**config.mk**
```make
export PLATFORM = sky130hd
export DESIGN_NAME = sapm_step
export DESIGN_NICKNAME = d
export VERILOG_FILES = /design/src/rtl/core/sapm_pkg.sv /design/src/rtl/core/sapm_step.sv
export SDC_FILE = /design/constraint.sdc
export NUM_CORES = 1
export LEC_CHECK = 0
export BUFFER_PORTS_ARGS = -buffer_cell sky130_fd_sc_hd__buf_2
export CAP_MARGIN = 20
export CORE_AREA = 2 2 39 41
export DETAILED_ROUTE_END_ITERATION = 8
export DIE_AREA = 0 0 41 43
export PLACE_DENSITY = 0.78
export SLEW_MARGIN = 20
export SYNTH_ARGS = -nofsm -noshare
export SYNTH_HDL_FRONTEND = slang
export SYNTH_SLANG_ARGS = --single-unit
```
**constraint.sdc**
```tcl
create_clock -name vclk -period 5.2
set_input_delay 1.3 -clock vclk [all_inputs]
set_output_delay 1.3 -clock vclk [all_outputs]
set_load 0.1 [all_outputs]
```
**src/rtl/core/sapm_pkg.sv**
```systemverilog
// ----------------------------------------------------------------------------
// sapm_pkg
// Shared sizes, types and constants of the pivot move checker.
// ----------------------------------------------------------------------------
package sapm_pkg;

  // Walk geometry.
  localparam int WALK_LEN = 16;
  localparam int DIMS     = 2;

  // Number of distinct step codes, the code width that follows from it, and the index and coordinate widths.
  localparam int NUM_CODES = 2 * DIMS;
  localparam int CODE_W    = $clog2(NUM_CODES);
  localparam int IDX_W     = $clog2(WALK_LEN);
  localparam int COORD_W   = $clog2(WALK_LEN) + 1;

  // Width of the fixed input fields.
  localparam int PIVOT_W = 4;
  localparam int ROT_W   = 2;

  // Width used to compare a walk index against the pivot index.
  localparam int CMP_W = (IDX_W > PIVOT_W) ? IDX_W : PIVOT_W;

  // Command codes.
  localparam logic CMD_RESET = 1'b0;
  localparam logic CMD_PIVOT = 1'b1;

  // Side codes.
  localparam logic SIDE_LOW  = 1'b0;
  localparam logic SIDE_HIGH = 1'b1;

  // Step codes.
  localparam logic [2:0] STEP_POS_Y = 3'd0;
  localparam logic [2:0] STEP_POS_X = 3'd1;
  localparam logic [2:0] STEP_NEG_Y = 3'd2;
  localparam logic [2:0] STEP_NEG_X = 3'd3;
  localparam logic [2:0] STEP_POS_Z = 3'd4;
  localparam logic [2:0] STEP_NEG_Z = 3'd5;

  typedef logic [CODE_W-1:0]         code_t;
  typedef logic [IDX_W-1:0]          idx_t;
  typedef logic signed [COORD_W-1:0] coord_t;
  typedef coord_t [DIMS-1:0]         pos_t;

endpackage

```
**src/rtl/core/sapm_step.sv**
```systemverilog
// ----------------------------------------------------------------------------
// sapm_step
// Shared step unit: rotates one step code and advances the running vertex.
// ----------------------------------------------------------------------------
module sapm_step (
  input  sapm_pkg::code_t                 code_i,
  input  logic                            rotate_i,
  input  logic [sapm_pkg::ROT_W-1:0]      rotation_i,
  input  logic                            origin_i,
  input  sapm_pkg::pos_t                  pos_i,
  output sapm_pkg::code_t                 code_o,
  output sapm_pkg::pos_t                  pos_o
);
  import sapm_pkg::*;

  localparam int SUM_W = CODE_W + 2;

  logic [SUM_W-1:0] sum;
  logic [SUM_W-1:0] wrapped;
  logic [2:0]       code_ext;
  logic [1:0]       axis;
  logic             negative;

  // Codes are always below the modulus and the rotation is below it too,
  // so one conditional subtract completes the modulo.
  always_comb begin
    sum = SUM_W'(code_i) + SUM_W'(rotation_i);
    if (sum >= SUM_W'(NUM_CODES)) begin
      wrapped = sum - SUM_W'(NUM_CODES);
    end else begin
      wrapped = sum;
    end
    code_o = rotate_i ? CODE_W'(wrapped) : code_i;
  end

  always_comb begin
    code_ext = 3'(code_o);
    case (code_ext)
      STEP_POS_Y: begin axis = 2'd1; negative = 1'b0; end
      STEP_POS_X: begin axis = 2'd0; negative = 1'b0; end
      STEP_NEG_Y: begin axis = 2'd1; negative = 1'b1; end
      STEP_NEG_X: begin axis = 2'd0; negative = 1'b1; end
      STEP_POS_Z: begin axis = 2'd2; negative = 1'b0; end
      STEP_NEG_Z: begin axis = 2'd2; negative = 1'b1; end
      default:    begin axis = 2'd3; negative = 1'b0; end
    endcase
  end

  always_comb begin
    for (int d = 0; d < DIMS; d++) begin
      if (origin_i) begin
        pos_o[d] = '0;
      end else if (d == int'(axis)) begin
        pos_o[d] = negative ? pos_i[d] - coord_t'(1) : pos_i[d] + coord_t'(1);
      end else begin
        pos_o[d] = pos_i[d];
      end
    end
  end

endmodule

```
==> impl_summary.log, run 1 <==
[metrics] run status: finished, final reports clean
[metrics] Total GRT Usage: 0.156
[metrics] Routed WL: 1.43 mm
[metrics] cts hold-fix bufs: 0
[metrics] simple-gate share of the synthesized area: 0.212
[metrics] Net Count, Synth: 91
[metrics] unrepaired setup endpoints after global routing: true
[metrics] Power Dens Cells: 249 nW/µm²
[metrics] cell type with the highest aggregate area in the netlist: ha_1
[metrics] overall die area: 1760 µm²
[metrics] VDD IR-drop max: 0.000117 V
[metrics] combined flip-flop and latch cell area: 0 µm²
[metrics] post-detailed-route via-to-cell ratio: between 5 and 6
[metrics] aggregate negative setup slack: 0 ns
[metrics] multiplexer fraction of the synthesized cell area: 0.130
[metrics] IO Pins: 28
[metrics] maximum number of pins on one net before global-route repair: 13
[metrics] final non-filler cell total: 115
[metrics] mean routed wirelength per cell: roughly 12 µm
[metrics] via count of the first global-routing pass: 517
[metrics] fraction of synthesized cell area taken by the top area cell type: 0.224
[metrics] highest achievable clock rate: approximately 200 MHz
[metrics] die width: 41 µm
[metrics] clock buffer count in the final layout: 0
[metrics] data arrival time of the critical path: 3.83 ns
[metrics] Worst Hold Class: primary input to output port
[metrics] most frequent cells in the layout: buf_2 (19), nor2_1 (8), ha_1 (8)
[metrics] count of inserted antenna diode cells: 0
[metrics] share of the synthesized area in compound gates (AO/OA/AOI/OAI): 0.180
[metrics] transition time at the pin with the least slew margin: 0.501 ns
[metrics] HPWL after detailed placement: 1.09 mm
[metrics] final setup fails: 0
[metrics] number of distinct standard cells referenced by the synthesized netlist: 22
[metrics] setup slack after layout: 0.0746 ns
[metrics] Pre-Repair DR Iteration Count: 4
[metrics] final net count: 128
[metrics] Hold WS: 3.04 ns
[metrics] worst setup slack before clock tree synthesis: around 0.022 ns
[metrics] number of nets still failing antenna checks after routing: 0
[metrics] share of cells above drive strength 1: 0.596
[metrics] max-slew violation count: 0
[metrics] time the final worst path needs with I/O delays and setup: 5.13 ns
[metrics] fill count: 106
[metrics] worst endpoint required time: 3.90 ns
[metrics] number of violations reported at the end of detailed-routing iteration 0: 4
[metrics] initial core utilization: 0.363
[metrics] Die Ht: 43 µm
[metrics] relative max-transition margin: 0.659
[metrics] synthesized area: roughly 500 µm²
[metrics] core box area: around 1400 µm²
[metrics] gp weighted congestion: 0.838
[metrics] count of mapped cells out of synthesis: 64
[metrics] sort of element at the end of the critical path: output port
[metrics] post-route clock period utilization: 0.986
[metrics] overall via count from detail_route: 589
[metrics] global-route wire length before repair: roughly 2 mm
[metrics] max-capacitance violation count: 0
[metrics] largest family of logic cells by synthesized area: adder cells
[metrics] crit-path max FO: 6
[metrics] Fin. Hold Viols: 0
[metrics] leak pwr: 0.436 nW
[metrics] grt total ovfl: 0
[metrics] standard-cell row count: 14
[metrics] antenna violations before repair: 0
[metrics] instance count after placement with tap cells included: 110
[metrics] CP Launch Type: primary input
[metrics] quantity of I/O buffers inserted on ports: 28
[metrics] start-to-end type of the worst setup path: primary input to output port
[metrics] Synth-to-Final Area Change: 92.0%
[metrics] average cell area after synthesis: around 7.8 µm²
[metrics] total area of multi-input combinational cells: roughly 610 µm²
[metrics] count of unresolved DRC violations after routing: 0
[metrics] cells taking the most area after synthesis: ha_1 (22%), a21oi_1 (10%), fa_1 (8.0%)
[metrics] xor and xnor area share after synthesis: 0.142
[metrics] most common cell after layout, fill and taps aside: buf_2
[metrics] YS warnings: 0
[metrics] Adder-Cell Fraction of Synth Area: 0.304
[metrics] flip-flop and latch count: 0
[metrics] portion of the post-synthesis area used by sequential elements: 0
[worst paths after layout]
check	start	end	cells past startpoint
max	code_i[0]	pos_o[9]	14
min	pos_i[3]	pos_o[3]	4
[final cells by class]
type	count	share of cell area
inverter	2	0.0169
multi-input combinational	61	0.634
tap	16	0.0208
timing repair buffer	36	0.329
[what timing repair did]
item,4_1_cts,5_1_grt
hold endpoints to repair,0,0
setup endpoints to repair,0,2
gates resized for setup,0,9
setup buffers,0,5
[synthesized netlist by cell type]
| library cell | n |
|---|---|
| a21o_1 | 2 |
| nor2b_1 | 2 |
| mux2_1 | 2 |
| ha_1 | 9 |
| nor2_1 | 8 |
| xor2_1 | 1 |
| xnor2_1 | 4 |
| nand3_1 | 2 |
| a21oi_1 | 10 |
| and3_1 | 2 |
| fa_1 | 2 |
| xor2_4 | 1 |
| mux2i_1 | 2 |
| and2_4 | 1 |
| and2_1 | 1 |
| mux2i_4 | 1 |
| clkbuf_1 | 1 |
| nand2_1 | 7 |
| inv_1 | 1 |
| inv_6 | 1 |
| o21ai_0 | 2 |
| a211oi_1 | 2 |
[per-layer routing]
metal  up-vias  track usage  part of all wire
li1        293            -                 -
met1       277        0.179              0.39
met2        19        0.297              0.56
met3         0       0.0105             0.055
met4         0       0.0200                 0
met5         -            0                 0
[cells by family (layout without fill, tap and decap cells)]
logic type	after synthesis	after routing
and+or+nand+nor	23	23
AOI/OAI and AO/OA	16	16
adders and majority gates	11	11
xor gates and xnor gates	6	6
muxes	5	5
buffers and inverters	3	38
[power by group]
group	switching, mW	internal, mW	total [mW]
Combinational	0.151	0.0886	0.240
Sequential	0	0	0
Clock	0	0	0
[per-stage QoR]
stage          power (mW)  area (µm²)   util
6_report            0.240         963  0.696
5_1_grt             0.252         963  0.696
4_1_cts             0.228         892  0.645
3_5_place_dp        0.228         892  0.645
3_3_place_gp        0.224         892  0.645
2_1_floorplan       0.171         623      -
[critical path, stage by stage]
cell	delay, ns
buf_8	0.10
ha_4	0.15
xor2_2	0.14
nand2_2	0.11
xor2_4	0.18
clkinvlp_4	0.19
buf_6	0.17
fa_2	0.35
a21o_1	0.20
a21oi_2	0.15
nor2_1	0.06
mux2i_1	0.21
mux2_4	0.34
buf_12	0.17
Power figures use the tool's default switching activity.
==> run 2, diff against run 1 <==
--- a/config.mk
+++ b/config.mk
@@ -5,12 +5,13 @@
 export SDC_FILE = /design/constraint.sdc
 export NUM_CORES = 1
 export LEC_CHECK = 0
+export ABC_AREA = 1
 export BUFFER_PORTS_ARGS = -buffer_cell sky130_fd_sc_hd__buf_2
 export CAP_MARGIN = 20
 export CORE_AREA = 2 2 39 41
 export DETAILED_ROUTE_END_ITERATION = 8
 export DIE_AREA = 0 0 41 43
-export PLACE_DENSITY = 0.78
+export PLACE_DENSITY = 0.8
 export SLEW_MARGIN = 20
 export SYNTH_ARGS = -nofsm -noshare
 export SYNTH_HDL_FRONTEND = slang
==> impl_summary.log, run 2 <==
[metrics] most common cell after layout, fill and taps aside: buf_2
[metrics] Routed WL: ~1.2 mm
[metrics] number of distinct standard cells referenced by the synthesized netlist: 18
[metrics] HPWL after detailed placement: 995 µm
[metrics] IO Pins: 28
[metrics] flip-flop and latch count: 0
[metrics] number of nets still failing antenna checks after routing: 0
[metrics] final design utilization: 0.512
[metrics] critical path's most frequent cell: inv_1
[metrics] aggregate negative setup slack: 0 ns
[metrics] via count of the first global-routing pass: 503
[metrics] number of violations reported at the end of detailed-routing iteration 0: 4
[metrics] mean routed wirelength per cell: between 8 and 9 µm
[metrics] run status: finished, final reports clean
[metrics] most frequent cells in the layout: buf_2 (28), nand2_1 (15), inv_1 (14)
[metrics] die width: 41 µm
[metrics] final net count: around 150
[metrics] quantity of I/O buffers inserted on ports: 28
[metrics] transition time at the pin with the least slew margin: roughly 0.5 ns
[metrics] gp weighted congestion: 0.857
[metrics] cts hold-fix bufs: 0
[metrics] Fin. Hold Viols: 0
[metrics] Total GRT Usage: 0.143
[metrics] overall die area: around 1800 µm²
[metrics] count of unresolved DRC violations after routing: 0
[metrics] cells taking the most area after synthesis: ha_1 (21%), nand2_1 (11%), inv_1 (9.9%)
[metrics] overall via count from detail_route: 641
[metrics] unrepaired setup endpoints after global routing: false
[metrics] CP Launch Type: primary input
[metrics] sort of element at the end of the critical path: output port
[metrics] worst endpoint required time: 3.90 ns
[metrics] antenna violations before repair: 0
[metrics] leak pwr: ~0.42 nW
[metrics] standard-cell row count: 14
[metrics] portion of the post-synthesis area used by sequential elements: 0
[metrics] worst stage delay on the critical path: between 0.4 and 0.5 ns
[metrics] Synth-to-Final Area Change: 32.9%
[metrics] count of inserted antenna diode cells: 0
[metrics] Pre-Repair DR Iteration Count: 2
[metrics] post_cts resized: 0
[metrics] fraction of synthesized cell area taken by the top area cell type: 0.211
[metrics] global-route wire length before repair: around 1.9 mm
[metrics] average cell area after synthesis: 5.92 µm²
[metrics] max-slew violation count: 0
[metrics] core box area: between 1000 and 1500 µm²
[metrics] time the final worst path needs with I/O delays and setup: approximately 4.9 ns
[metrics] Die Ht: 43 µm
[metrics] data arrival time of the critical path: approximately 3.6 ns
[metrics] initial core utilization: 0.385
[metrics] cells along the critical path: buf_2, ha_1, inv_1, nand2_2, nand4_1, nand2_2, fa_1, inv_1, nor2_1, nor2_1, inv_1, nand2_1, nand3_1, nand2_1, inv_1, nor2_4, buf_2
[metrics] VDD IR-drop max: around 0.00015 V
[metrics] post-route clock period utilization: 0.946
[metrics] YS warnings: 0
[metrics] Hold WS: 3.07 ns
[metrics] clock buffer count in the final layout: 0
[metrics] maximum number of pins on one net before global-route repair: 14
[metrics] count of mapped cells out of synthesis: 90
[metrics] crit-path max FO: 13
[metrics] Net Count, Synth: 117
[metrics] synthesized area: 533 µm²
[metrics] relative max-transition margin: 0.675
[metrics] max-capacitance violation count: 0
[metrics] final setup fails: 0
[metrics] most used standard cells in the synthesized netlist: nand2_1 (15), inv_1 (14), nor2_1 (12)
[metrics] share of cells above drive strength 1: 0.368
[metrics] post-detailed-route via-to-cell ratio: ~4.8
[metrics] combined flip-flop and latch cell area: 0 µm²
[metrics] start-to-end type of the worst setup path: primary input to output port
[metrics] Power Dens Cells: between 200 and 250 nW/µm²
[metrics] cell with the most instances after synthesis: nand2_1
[metrics] number of setup buffers added after CTS: 0
[metrics] highest achievable clock rate: 203 MHz
[metrics] cell type with the highest aggregate area in the netlist: ha_1
[metrics] Worst Hold Class: primary input to output port
[metrics] cell with the biggest individual delay on the critical path: fa_1
[metrics] grt total ovfl: 0
-- run 2: changes by cell type after synthesis, sizes merged, moves of 4 or more --
cell | before | now
o21ai | 2 | 7
nor2 | 8 | 12
nand3 | 2 | 7
nand2 | 7 | 19
inv | 2 | 16
-- run 2: power by group --
part	total, mW	internal (mW)	switching (mW)
Sequential	0	0	0
Clock	0	0	0
Combinational	0.158	0.0374	0.121
-- run 2: logic make-up after synthesis --
logic type,count (synthesis),synth area share
AND/OR/NAND/NOR,42,0.361
buffers and inverters,18,0.136
AO/OA/AOI/OAI,16,0.167
XOR/XNOR,3,0.0493
adder cells (fa/ha/maj),11,0.286
-- run 2: per-stage QoR --
stage / worst slack, ns / total power, mW / cell area (µm²) / std cells
after detailed placement: 0.274 / 0.159 / 708 / 133
after CTS: 0.263 / 0.159 / 708 / 133
after floorplan: -0.144 / 0.133 / 556 / 90
after global placement: 0.351 / 0.157 / 708 / 133
final: 0.283 / 0.158 / 708 / 133
after global routing: 0.0519 / 0.171 / 708 / 133
-- run 2: cell type report --
type / instances / area [µm²]
inverter: 17 / 65.1
tap: 16 / 20.0
timing repair buffer: 28 / 140
fill: 148 / 676
multi-input combinational: 72 / 483
-- run 2: critical path: cells and delay by family --
family / cells / cell delay (ns)
and+or+nand+nor: 9 / 0.86
adders and majority gates: 2 / 0.68
buffers and inverters: 6 / 0.78
-- run 2: final timing paths --
| check | start | endpoint | slack, ns | cells past startpoint |
|---|---|---|---|---|
| max | code_i[0] | pos_o[4] | 0.28 | 17 |
| min | pos_i[0] | pos_o[0] | 3.07 | 3 |
-- run 2: metal layers --
| metal | up-vias | GRT usage | share of wire |
|---|---|---|---|
| met2 | 13 | 0.241 | 0.48 |
| met5 | - | 0 | 0 |
| li1 | 351 | - | - |
| met4 | 0 | 0 | 0 |
| met1 | 277 | 0.210 | 0.48 |
| met3 | 0 | 0 | 0.039 |
==> run 3, diff against run 2 <==
--- a/config.mk
+++ b/config.mk
@@ -8,10 +8,10 @@
 export ABC_AREA = 1
 export BUFFER_PORTS_ARGS = -buffer_cell sky130_fd_sc_hd__buf_2
 export CAP_MARGIN = 20
-export CORE_AREA = 2 2 39 41
+export CORE_MARGIN = 2
+export CORE_UTILIZATION = 41
 export DETAILED_ROUTE_END_ITERATION = 8
-export DIE_AREA = 0 0 41 43
-export PLACE_DENSITY = 0.8
+export PLACE_DENSITY = 0.82
 export SLEW_MARGIN = 20
 export SYNTH_ARGS = -nofsm -noshare
 export SYNTH_HDL_FRONTEND = slang
==> impl_summary.log, run 3 (synthesis results as in run 2) <==
[metrics] run status: finished, final reports clean
[metrics] max-capacitance violation count: 0
[metrics] final design utilization: 0.610
[metrics] number of setup buffers added after CTS: 0
[metrics] data arrival time of the critical path: 3.60 ns
[metrics] Total GRT Usage: 0.158
[metrics] sort of element at the end of the critical path: output port
[metrics] mean routed wirelength per cell: roughly 9 µm
[metrics] combined flip-flop and latch cell area: 0 µm²
[metrics] Pre-Repair DR Iteration Count: 4
[metrics] highest achievable clock rate: slightly above 200 MHz
[metrics] CP Launch Type: primary input
[metrics] total power draw: about 0.16 mW
[metrics] final setup fails: 0
[metrics] final non-filler cell total: 131
[metrics] max-slew violation count: 0
[metrics] grt total ovfl: 0
[metrics] global-route wire length before repair: 1.87 mm
[metrics] IO Pins: 28
[metrics] transition time at the pin with the least slew margin: 0.475 ns
[metrics] post_cts resized: 0
[metrics] antenna violations before repair: 0
[metrics] gp weighted congestion: 0.770
[metrics] overall die area: 1600 µm²
[metrics] post-detailed-route via-to-cell ratio: 4.85
[metrics] final net count: 146
[metrics] die width: about 40 µm
[metrics] Hold WS: 3.07 ns
[metrics] worst setup slack before clock tree synthesis: 0.288 ns
[metrics] overall via count from detail_route: 635
[metrics] most common cell after layout, fill and taps aside: buf_2
[metrics] Fin. Hold Viols: 0
[metrics] Power Dens Cells: 224 nW/µm²
[metrics] post-route clock period utilization: 0.942
[metrics] clock buffer count in the final layout: 0
[metrics] Worst Hold Class: primary input to output port
[metrics] initial core utilization: 0.461
[metrics] core box area: roughly 1200 µm²
[metrics] most frequent cells in the layout: buf_2 (28), nand2_1 (15), inv_1 (14)
[metrics] relative max-transition margin: 0.683
[metrics] crit-path max FO: 13
[metrics] quantity of I/O buffers inserted on ports: 28
[metrics] instance count after placement with tap cells included: ~130
[metrics] standard-cell row count: 12
[metrics] Die Ht: between 40 and 50 µm
[metrics] maximum number of pins on one net before global-route repair: 14
[metrics] worst endpoint required time: 3.90 ns
[metrics] number of violations reported at the end of detailed-routing iteration 0: 7
[metrics] number of nets still failing antenna checks after routing: 0
[metrics] time the final worst path needs with I/O delays and setup: about 4.9 ns
[metrics] start-to-end type of the worst setup path: primary input to output port
[metrics] cts hold-fix bufs: 0
[metrics] count of unresolved DRC violations after routing: 0
[metrics] Synth-to-Final Area Change: 32.4%
[metrics] leak pwr: 0.422 nW
[metrics] via count of the first global-routing pass: 515
[metrics] unrepaired setup endpoints after global routing: false
[metrics] Routed WL: approximately 1.1 mm
[metrics] VDD IR-drop max: roughly 0.00014 V
[metrics] share of cells above drive strength 1: 0.368
[metrics] setup slack after layout: roughly 0.3 ns
[metrics] count of inserted antenna diode cells: 0
[metrics] flip-flop and latch count: 0
[metrics] HPWL after detailed placement: approximately 990 µm
-- run 3: worst max-delay path, cell delays in order --
cell and delay (ns):
buf_2 0.11, ha_1 0.20, inv_1 0.07, nand2_2 0.06, nand4_1 0.12, nand2_2 0.22, fa_1 0.48, inv_1 0.07
nor2_1 0.04, nor2_1 0.11, inv_1 0.06, nand2_2 0.07, inv_2 0.03, nor2_1 0.10, nor2_1 0.05, nor2_2 0.08
buf_2 0.42
-- run 3: where the power goes --
| part | switching [mW] | leakage (nW) | total [mW] | internal (mW) |
|---|---|---|---|---|
| registers | 0 | 0 | 0 | 0 |
| clock network | 0 | 0 | 0 | 0 |
| logic | 0.121 | 0.422 | 0.158 | 0.0374 |
-- run 3: final cells by class --
cell class | instances | area, µm²
Tap cell | 14 | 17.5
Inverter | 17 | 65.1
Fill cell | 121 | 450
Timing Repair Buffer | 28 | 140
Multi-Input combinational cell | 72 | 483
-- run 3: layer usage --
metal  GRT usage  routed length [µm]
met5           0                   0
met4           0                   0
met3           0                  47
met2       0.339                 588
met1       0.178                 512
-- run 3: final timing paths --
path	from	endpoint	depth (start not counted)
setup / recovery	code_i[0]	pos_o[9]	17
hold / removal	pos_i[0]	pos_o[0]	3
-- run 3: through the flow --
stage	cell area, µm²	TNS (ns)
2_1_floorplan	556	-0.144
3_3_place_gp	706	0
3_5_place_dp	706	0
4_1_cts	706	0
5_1_grt	706	0
6_report	706	0
